File: src/sv/spt_pkg.sv
// shared types, character codes and tag tables for the sentence/paragraph tagger
// no dependencies
`timescale 1ns / 1ps
`default_nettype none

package spt_pkg;

    localparam int QUEUE_DEPTH = 2;

    localparam logic [7:0] CH_PERIOD  = 8'd46;
    localparam logic [7:0] CH_EXCLAIM = 8'd33;
    localparam logic [7:0] CH_QUEST   = 8'd63;
    localparam logic [7:0] CH_SPACE   = 8'd32;
    localparam logic [7:0] CH_CR      = 8'd13;
    localparam logic [7:0] CH_LF      = 8'd10;
    localparam logic [7:0] CH_UPPER_A = 8'd65;
    localparam logic [7:0] CH_UPPER_Z = 8'd90;
    localparam logic [7:0] CH_LT      = 8'd60;
    localparam logic [7:0] CH_GT      = 8'd62;
    localparam logic [7:0] CH_SLASH   = 8'd47;
    localparam logic [7:0] CH_P       = 8'd112;

    // output segments, in emission order
    localparam int NUM_SEG = 6;
    localparam logic [2:0] SEG_OPEN0 = 3'd0;
    localparam logic [2:0] SEG_CLOSE = 3'd1;
    localparam logic [2:0] SEG_X     = 3'd2;
    localparam logic [2:0] SEG_OPEN1 = 3'd3;
    localparam logic [2:0] SEG_Y     = 3'd4;
    localparam logic [2:0] SEG_OPEN2 = 3'd5;

    typedef struct packed {
        logic [NUM_SEG-1:0] en;
        logic [7:0]         x;
        logic [7:0]         y;
    } t_desc;

    function automatic logic [7:0] open_byte(input logic [1:0] sub);
        logic [7:0] b;
        case (sub)
            2'd0:    b = CH_LT;
            2'd1:    b = CH_P;
            default: b = CH_GT;
        endcase
        return b;
    endfunction

    function automatic logic [7:0] close_byte(input logic [1:0] sub);
        logic [7:0] b;
        case (sub)
            2'd0:    b = CH_LT;
            2'd1:    b = CH_SLASH;
            2'd2:    b = CH_P;
            default: b = CH_GT;
        endcase
        return b;
    endfunction

    function automatic logic is_break(input logic [7:0] b);
        return (b == CH_CR) || (b == CH_LF);
    endfunction

endpackage

`default_nettype wire

File: src/sv/spt_front.sv
// front end: accepts items, tracks scan state, builds at most one segment descriptor per item
// uses spt_pkg
`timescale 1ns / 1ps
`default_nettype none

module spt_front (
    input  wire logic           i_clk,
    input  wire logic           i_rst_n,
    input  wire logic           i_valid,
    input  wire logic [7:0]     i_char,
    input  wire logic           i_end,
    input  wire logic           i_space,
    output logic                o_ready,
    output logic                o_push,
    output spt_pkg::t_desc      o_desc
);

    typedef enum logic [1:0] {
        MODE_TEXT  = 2'd0,
        MODE_PUNCT = 2'd1,
        MODE_BREAK = 2'd2
    } t_mode;

    t_mode      r_mode, n_mode;
    logic [7:0] r_held, n_held;
    logic       r_started, n_started;
    logic       w_accept;
    spt_pkg::t_desc w_desc;

    assign o_ready  = i_space;
    assign w_accept = i_valid && i_space;

    always_comb begin
        w_desc    = '0;
        n_mode    = r_mode;
        n_held    = r_held;
        n_started = 1'b1;
        w_desc.en[spt_pkg::SEG_OPEN0] = !r_started;
        if (i_end) begin
            case (r_mode)
                MODE_PUNCT: w_desc.en[spt_pkg::SEG_CLOSE] = 1'b1;
                MODE_BREAK: begin
                    w_desc.en[spt_pkg::SEG_X] = 1'b1;
                    w_desc.x = r_held;
                end
                default: ;
            endcase
            n_mode    = MODE_TEXT;
            n_held    = '0;
            n_started = 1'b0;
        end else begin
            case (r_mode)
                MODE_PUNCT: begin
                    w_desc.x = i_char;
                    w_desc.en[spt_pkg::SEG_X] = 1'b1;
                    if (i_char == spt_pkg::CH_SPACE || spt_pkg::is_break(i_char)) begin
                        w_desc.en[spt_pkg::SEG_CLOSE] = 1'b1;
                        w_desc.en[spt_pkg::SEG_OPEN2] = 1'b1;
                    end
                    n_mode = MODE_TEXT;
                end
                MODE_BREAK: begin
                    w_desc.x = r_held;
                    w_desc.y = i_char;
                    w_desc.en[spt_pkg::SEG_X] = 1'b1;
                    w_desc.en[spt_pkg::SEG_Y] = 1'b1;
                    if (i_char >= spt_pkg::CH_UPPER_A && i_char <= spt_pkg::CH_UPPER_Z) begin
                        w_desc.en[spt_pkg::SEG_CLOSE] = 1'b1;
                        w_desc.en[spt_pkg::SEG_OPEN1] = 1'b1;
                    end else if (spt_pkg::is_break(i_char)) begin
                        w_desc.en[spt_pkg::SEG_CLOSE] = 1'b1;
                        w_desc.en[spt_pkg::SEG_OPEN2] = 1'b1;
                    end
                    n_held = '0;
                    n_mode = MODE_TEXT;
                end
                default: begin
                    if (spt_pkg::is_break(i_char)) begin
                        n_held = i_char;
                        n_mode = MODE_BREAK;
                    end else begin
                        w_desc.x = i_char;
                        w_desc.en[spt_pkg::SEG_X] = 1'b1;
                        if (i_char == spt_pkg::CH_PERIOD || i_char == spt_pkg::CH_EXCLAIM
                            || i_char == spt_pkg::CH_QUEST) begin
                            n_mode = MODE_PUNCT;
                        end else begin
                            n_mode = MODE_TEXT;
                        end
                    end
                end
            endcase
        end
    end

    assign o_desc = w_desc;
    assign o_push = w_accept && (w_desc.en != '0);

    always_ff @(posedge i_clk) begin
        if (!i_rst_n) begin
            r_mode    <= MODE_TEXT;
            r_held    <= '0;
            r_started <= 1'b0;
        end else if (w_accept) begin
            r_mode    <= n_mode;
            r_held    <= n_held;
            r_started <= n_started;
        end
    end

endmodule

`default_nettype wire

File: src/sv/spt_queue.sv
// small descriptor queue between the front and back ends
// uses spt_pkg
`timescale 1ns / 1ps
`default_nettype none

module spt_queue #(
    parameter int DEPTH = spt_pkg::QUEUE_DEPTH
) (
    input  wire logic           i_clk,
    input  wire logic           i_rst_n,
    input  wire logic           i_push,
    input  wire spt_pkg::t_desc i_desc,
    input  wire logic           i_pop,
    output logic                o_space,
    output logic                o_valid,
    output spt_pkg::t_desc      o_desc
);

    localparam int PTR_W = $clog2(DEPTH);
    localparam int CNT_W = $clog2(DEPTH + 1);

    spt_pkg::t_desc   r_mem [DEPTH];
    logic [PTR_W-1:0] r_wr_ptr, r_rd_ptr;
    logic [CNT_W-1:0] r_count;
    logic             w_push, w_pop;

    assign o_space = (r_count != CNT_W'(DEPTH));
    assign o_valid = (r_count != '0);
    assign o_desc  = r_mem[r_rd_ptr];
    assign w_push  = i_push && o_space;
    assign w_pop   = i_pop && o_valid;

    always_ff @(posedge i_clk) begin
        if (w_push) begin
            r_mem[r_wr_ptr] <= i_desc;
        end
    end

    always_ff @(posedge i_clk) begin
        if (!i_rst_n) begin
            r_wr_ptr <= '0;
            r_rd_ptr <= '0;
            r_count  <= '0;
        end else begin
            if (w_push) begin
                r_wr_ptr <= (r_wr_ptr == PTR_W'(DEPTH - 1)) ? '0 : r_wr_ptr + 1'b1;
            end
            if (w_pop) begin
                r_rd_ptr <= (r_rd_ptr == PTR_W'(DEPTH - 1)) ? '0 : r_rd_ptr + 1'b1;
            end
            case ({w_push, w_pop})
                2'b10:   r_count <= r_count + 1'b1;
                2'b01:   r_count <= r_count - 1'b1;
                default: r_count <= r_count;
            endcase
        end
    end

endmodule

`default_nettype wire

File: src/sv/spt_back.sv
// back end: walks the segments of the head descriptor, one output byte per cycle unless the output is stalled
// uses spt_pkg
`timescale 1ns / 1ps
`default_nettype none

module spt_back (
    input  wire logic           i_clk,
    input  wire logic           i_rst_n,
    input  wire logic           i_head_valid,
    input  wire spt_pkg::t_desc i_head,
    output logic                o_pop,
    output logic                o_tvalid,
    input  wire logic           i_tready,
    output logic [7:0]          o_tdata,
    output logic                o_tlast
);

    logic [spt_pkg::NUM_SEG-1:0] r_done;
    logic [1:0]                  r_sub;
    logic                        r_valid;
    logic [7:0]                  r_data;
    logic                        r_last;

    logic [spt_pkg::NUM_SEG-1:0] w_pend, w_seg_bit, w_rest;
    logic [2:0]                  w_seg;
    logic [1:0]                  w_len_m1;
    logic [7:0]                  w_byte;
    logic                        w_seg_end, w_fire, w_last;

    always_comb begin
        w_pend = i_head.en & ~r_done;
        w_seg  = '0;
        for (int i = spt_pkg::NUM_SEG - 1; i >= 0; i--) begin
            if (w_pend[i]) w_seg = 3'(i);
        end
        case (w_seg)
            spt_pkg::SEG_CLOSE: begin
                w_len_m1 = 2'd3;
                w_byte   = spt_pkg::close_byte(r_sub);
            end
            spt_pkg::SEG_X: begin
                w_len_m1 = 2'd0;
                w_byte   = i_head.x;
            end
            spt_pkg::SEG_Y: begin
                w_len_m1 = 2'd0;
                w_byte   = i_head.y;
            end
            default: begin
                w_len_m1 = 2'd2;
                w_byte   = spt_pkg::open_byte(r_sub);
            end
        endcase
        w_seg_end = (r_sub == w_len_m1);
        w_seg_bit = spt_pkg::NUM_SEG'(1) << w_seg;
        w_rest    = w_seg_end ? (w_pend & ~w_seg_bit) : w_pend;
        w_last    = w_seg_end && (w_rest == '0);
        w_fire    = i_head_valid && (!r_valid || i_tready);
    end

    assign o_pop    = w_fire && w_last;
    assign o_tvalid = r_valid;
    assign o_tdata  = r_data;
    assign o_tlast  = r_last;

    always_ff @(posedge i_clk) begin
        if (!i_rst_n) begin
            r_done  <= '0;
            r_sub   <= '0;
            r_valid <= 1'b0;
        end else begin
            if (w_fire) begin
                r_valid <= 1'b1;
                if (w_last) begin
                    r_done <= '0;
                    r_sub  <= '0;
                end else if (w_seg_end) begin
                    r_done <= r_done | w_seg_bit;
                    r_sub  <= '0;
                end else begin
                    r_sub  <= r_sub + 1'b1;
                end
            end else if (i_tready) begin
                r_valid <= 1'b0;
            end
        end
    end

    always_ff @(posedge i_clk) begin
        if (w_fire) begin
            r_data <= w_byte;
            r_last <= w_last;
        end
    end

endmodule

`default_nettype wire

File: src/sv/sentence_paragraph_tagger.sv
// top level of the paragraph tagger: front end, descriptor queue, back end
// uses spt_pkg, spt_front, spt_queue, spt_back
// path: the descriptor is registered in the queue, each byte in the output register
// throughput: one item per cycle while the queue has space; the back end pops an item
//   after its last byte, the output register emitting one byte per cycle unless stalled
// reset: synchronous active-low clear of scan state, queue and output valid
`timescale 1ns / 1ps
`default_nettype none

module sentence_paragraph_tagger #(
    parameter int QUEUE_DEPTH = spt_pkg::QUEUE_DEPTH
) (
    input  wire logic       i_clk,
    input  wire logic       i_rst_n,
    input  wire logic       i_s_tvalid,
    output logic            o_s_tready,
    input  wire logic [7:0] i_s_tdata,    // char_code
    input  wire logic       i_s_tlast,    // end_of_text
    output logic            o_m_tvalid,
    input  wire logic       i_m_tready,
    output logic [7:0]      o_m_tdata,    // out_byte
    output logic            o_m_tlast     // last_of_run
);

    logic           w_push, w_space, w_pop, w_head_valid;
    spt_pkg::t_desc w_desc, w_head;

    spt_front u_front (
        .i_clk   (i_clk),
        .i_rst_n (i_rst_n),
        .i_valid (i_s_tvalid),
        .i_char  (i_s_tdata),
        .i_end   (i_s_tlast),
        .i_space (w_space),
        .o_ready (o_s_tready),
        .o_push  (w_push),
        .o_desc  (w_desc)
    );

    spt_queue #(
        .DEPTH (QUEUE_DEPTH)
    ) u_queue (
        .i_clk   (i_clk),
        .i_rst_n (i_rst_n),
        .i_push  (w_push),
        .i_desc  (w_desc),
        .i_pop   (w_pop),
        .o_space (w_space),
        .o_valid (w_head_valid),
        .o_desc  (w_head)
    );

    spt_back u_back (
        .i_clk        (i_clk),
        .i_rst_n      (i_rst_n),
        .i_head_valid (w_head_valid),
        .i_head       (w_head),
        .o_pop        (w_pop),
        .o_tvalid     (o_m_tvalid),
        .i_tready     (i_m_tready),
        .o_tdata      (o_m_tdata),
        .o_tlast      (o_m_tlast)
    );

endmodule

`default_nettype wire
File: config.mk
export PLATFORM = sky130hd
export DESIGN_NAME = sentence_paragraph_tagger
export DESIGN_NICKNAME = d
export VERILOG_FILES = /design/src/sv/spt_pkg.sv /design/src/sv/spt_front.sv /design/src/sv/spt_queue.sv /design/src/sv/spt_back.sv /design/src/sv/sentence_paragraph_tagger.sv
export SDC_FILE = /design/constraint.sdc
export NUM_CORES = 1
export LEC_CHECK = 0
export ABC_AREA = 1
export BUFFER_PORTS_ARGS = -buffer_cell sky130_fd_sc_hd__buf_2
export CAP_MARGIN = 15
export CORE_MARGIN = 2
export CORE_UTILIZATION = 45
export DETAILED_ROUTE_END_ITERATION = 7
export SKIP_LAST_GASP = 1
export SYNTH_ARGS = -nofsm -noshare
export SYNTH_HDL_FRONTEND = slang
export SYNTH_SLANG_ARGS = --single-unit
File: constraint.sdc
create_clock -name i_clk -period 8.01 [get_ports i_clk]
set_clock_uncertainty 0.15 [all_clocks]
set_input_delay 1.602 -clock i_clk [delete_from_list [all_inputs] [get_ports i_clk]]
set_output_delay 1.602 -clock i_clk [all_outputs]
set_load 0.03 [all_outputs]
==> run summary <==
post-route minimum period - 3.73 ns
status - finished clean
crit-path most repeated cell - nand2_1
Synth Register Bits - 78
top cells by area, synth - edfxtp_1 (41%), dfxtp_1 (13%), nand2_1 (9.8%)
Antenna Nets Post-Route - 0
largest family of logic cells by synthesized area - simple AND/OR/NAND/NOR gates
M1 GR Usage - 0.251
post-synthesis compound-gate area fraction - 0.0861
Worst path top cell family by delay - simple AND/OR/NAND/NOR gates
Worst Max-Slew Pin Slew - 0.852 ns
Min Hold Slack - 0.296 ns
number of DRC markers in iteration 0 - 259
Slew HR - 0.431
DP HPWL - 6060 um
count leader, synth - nand2_1
CTS hold repair buffers - 0
Max IR drop VDD - 95.8 uV
CTS buffer count - 9
Post-synth EDFFs - 53
XOR/XNOR Fraction of Synth Area - 0
total wire length - 8210 um
vias per cell - 5.01
area of the multi-input gates - 0.00152 mm2
Final TNS setup - 0 ns
RSZ-0062 raised after global routing - false
Die Y - 97.2 um
busiest grt layer - met2
CP endpoint kind - flop
met2 Track Usage GR - 0.303
post-CTS sizing - 0
Std-Cell Rows - 34
Hold Fails Final Rpt - 0
Critical Path Max Stage Delay - 0.63 ns
top cell types by occurrence after synthesis - nand2_1 (102), inv_1 (61), edfxtp_1 (53)
Area Growth Syn to Fin - 11.1%
vias - 2863
CTS root buf - clkbuf_8
die area - 0.00945 mm2
# IOs - 24
DRT Pass-1 Iters - 4
Synth Area per Inst - 9.07 um2
CP bufs+invs - 3
Post-CTS Setup Bufs - 0
Worst setup SP type - input pin
Slowest cell on crit path - inv_1
Synth Area in Adders - 0.0288
layout cell share with drive strength beyond 1 - 0.166
Synth Net Count - 453
routed len/inst - 14.3 um
area leader, netlist - edfxtp_1
Slew Viols, Final - 0
worst min path class - flop to flop
critical path, cell by cell - buf_2, inv_1, nand2_1, nor2_1, nand2_1, or2_2, nand2_1, nand2_1, o21ai_0, nand3_1, nand4_1, nand3_1, inv_1
filler cell count - 806
port bufs - 23
final net count - 481
Lkg Pwr - 0.00194 uW
Max Freq - 268 MHz
Syn. warnings - 0
Yosys top cell area share - 0.407
Syn Inst Count - 431
fin crit share - 0.466
core box area - 0.00859 mm2
FF/Latch Area - 0.00209 mm2
asr flop ratio synth - 0
antenna cells - 0
Num Clock Sinks - 78
Overflow after GRT - 0
clock-pin slew on the worst setup and hold paths - 0.08 ns
Starting Density - 0.455
initial antenna violation count - 0
Setup Viol. Count Final - 0
Die Wd - 97.2 um
mux cell area share after synthesis - 0.00288
GR Util met3 - 0.0439
CP Max Fanout - 22
Max Cap Violations - 0
largest net degree at the start of global routing - 26
Power per Cell Area - 214 mW/mm2
ys flop type - edfxtp_1
worst skew pair latency - 0.36 ns
first-pass GRT wire length - 14000 um
Tot GR Track Use - 0.187
Final GP Congestion - 0.808
clk buf depth - 2
TritonCTS clock tree - done
Synth cell types - 38
CP Class - input pin to flop
Worst Path Required - 7.84 ns
# DRC - 0
vias in the first global route - 2879
H-tree depth - 3
Seq/Total Area, Yosys - 0.535
Post-Synthesis Cell Area - 0.00391 mm2
simple-gate share of the synthesized area - 0.270
Arrival @ worst endpoint - 3.56 ns
[registers in the layout (all words and copies together) (netlist names), named ones only]
name,count
u_front.r_held,8
u_front.r_mode,2
u_front.r_started,1
u_back.o_tlast,1
u_queue.r_count,2
u_back.o_tvalid,1
u_back.r_done,6
u_queue.r_wr_ptr,1
u_queue.r_mem,44
u_back.o_tdata,8
u_back.r_sub,2
u_queue.r_rd_ptr,1
[cells in the final DEF (no fill, tap or decap), types with 9 or more instances in the layout]
master	synthesis	layout
nand2_1	102	102
inv_1	61	61
edfxtp_1	53	53
nor2_1	36	36
a21oi_1	26	26
dfxtp_1	25	25
buf_2	0	23
nand3_1	20	20
nor3_1	14	14
o21ai_0	12	12
nand4_1	9	9
ha_1	9	9
clkbuf_8	0	9
[cells by family (layout without fill, tap and decap cells)]
| family | Yosys count | after routing |
|---|---|---|
| simple gates | 212 | 212 |
| flops | 78 | 78 |
| buf+inv | 75 | 108 |
| compound gates | 56 | 56 |
| fa+ha+maj | 9 | 9 |
| mux | 1 | 1 |
[where the power goes]
group | switching (uW) | internal [uW]
Sequential | 9.91 | 463
Combinational | 102 | 40.9
Clock | 142 | 173
Total | 254 | 678
[routing by layer]
| metal | routed length, um | share of wire | up-vias |
|---|---|---|---|
| met3 | 311 | 0.038 | 11 |
| li1 | - | - | 1489 |
| met4 | 130 | 0.016 | 0 |
| met2 | 3860 | 0.47 | 58 |
| met1 | 3910 | 0.48 | 1305 |
| met5 | 0 | 0 | - |
[worst reg2reg max path, delay by kind of cell, from the launching register on]
family                     cells  cell delay [ns]
buffers and inverters          3             0.99
and+or+nand+nor                4             0.68
DFF                            1             0.33
adders and majority gates      1             0.33
AOI/OAI and AO/OA              1             0.30
[through the flow]
stage / area [um2] / total power [uW] / worst slack, ns / instances / utilization
floorplan: 3910 / 586 / 3.86 / 431 / -
global placement: 4130 / 624 / 3.93 / 556 / 0.481
detailed placement: 4130 / 626 / 3.87 / 556 / 0.481
CTS: 4340 / 940 / 4.25 / 572 / 0.506
global route: 4340 / 979 / 3.92 / 572 / 0.506
finish: 4340 / 932 / 4.28 / 572 / 0.506
[layout make-up]
class,instances,area share
Tap cell,108,0.0311
Inverter,66,0.0576
Sequential cell,78,0.482
Clock buffer,9,0.0285
Multi-Input combinational cell,278,0.349
Timing Repair Buffer,26,0.0317
Clock inverter,7,0.0204
[path summary, 6_finish.rpt]
check,start,end,slack [ns],cells past startpoint
hold / removal,u_front.r_held[5]$_SDFFE_PN0P_,u_front.r_held[5]$_SDFFE_PN0P_,0.30,2
hold reg to reg,u_front.r_held[5]$_SDFFE_PN0P_,u_front.r_held[5]$_SDFFE_PN0P_,0.30,2
setup / recovery,i_s_tdata[6],u_queue.r_mem[1][12]$_DFFE_PP_,4.28,13
setup reg to reg,u_front.r_mode[0]$_SDFFE_PN0P_,u_queue.r_mem[1][12]$_DFFE_PP_,4.84,9
Power figures use the tool's default switching activity.
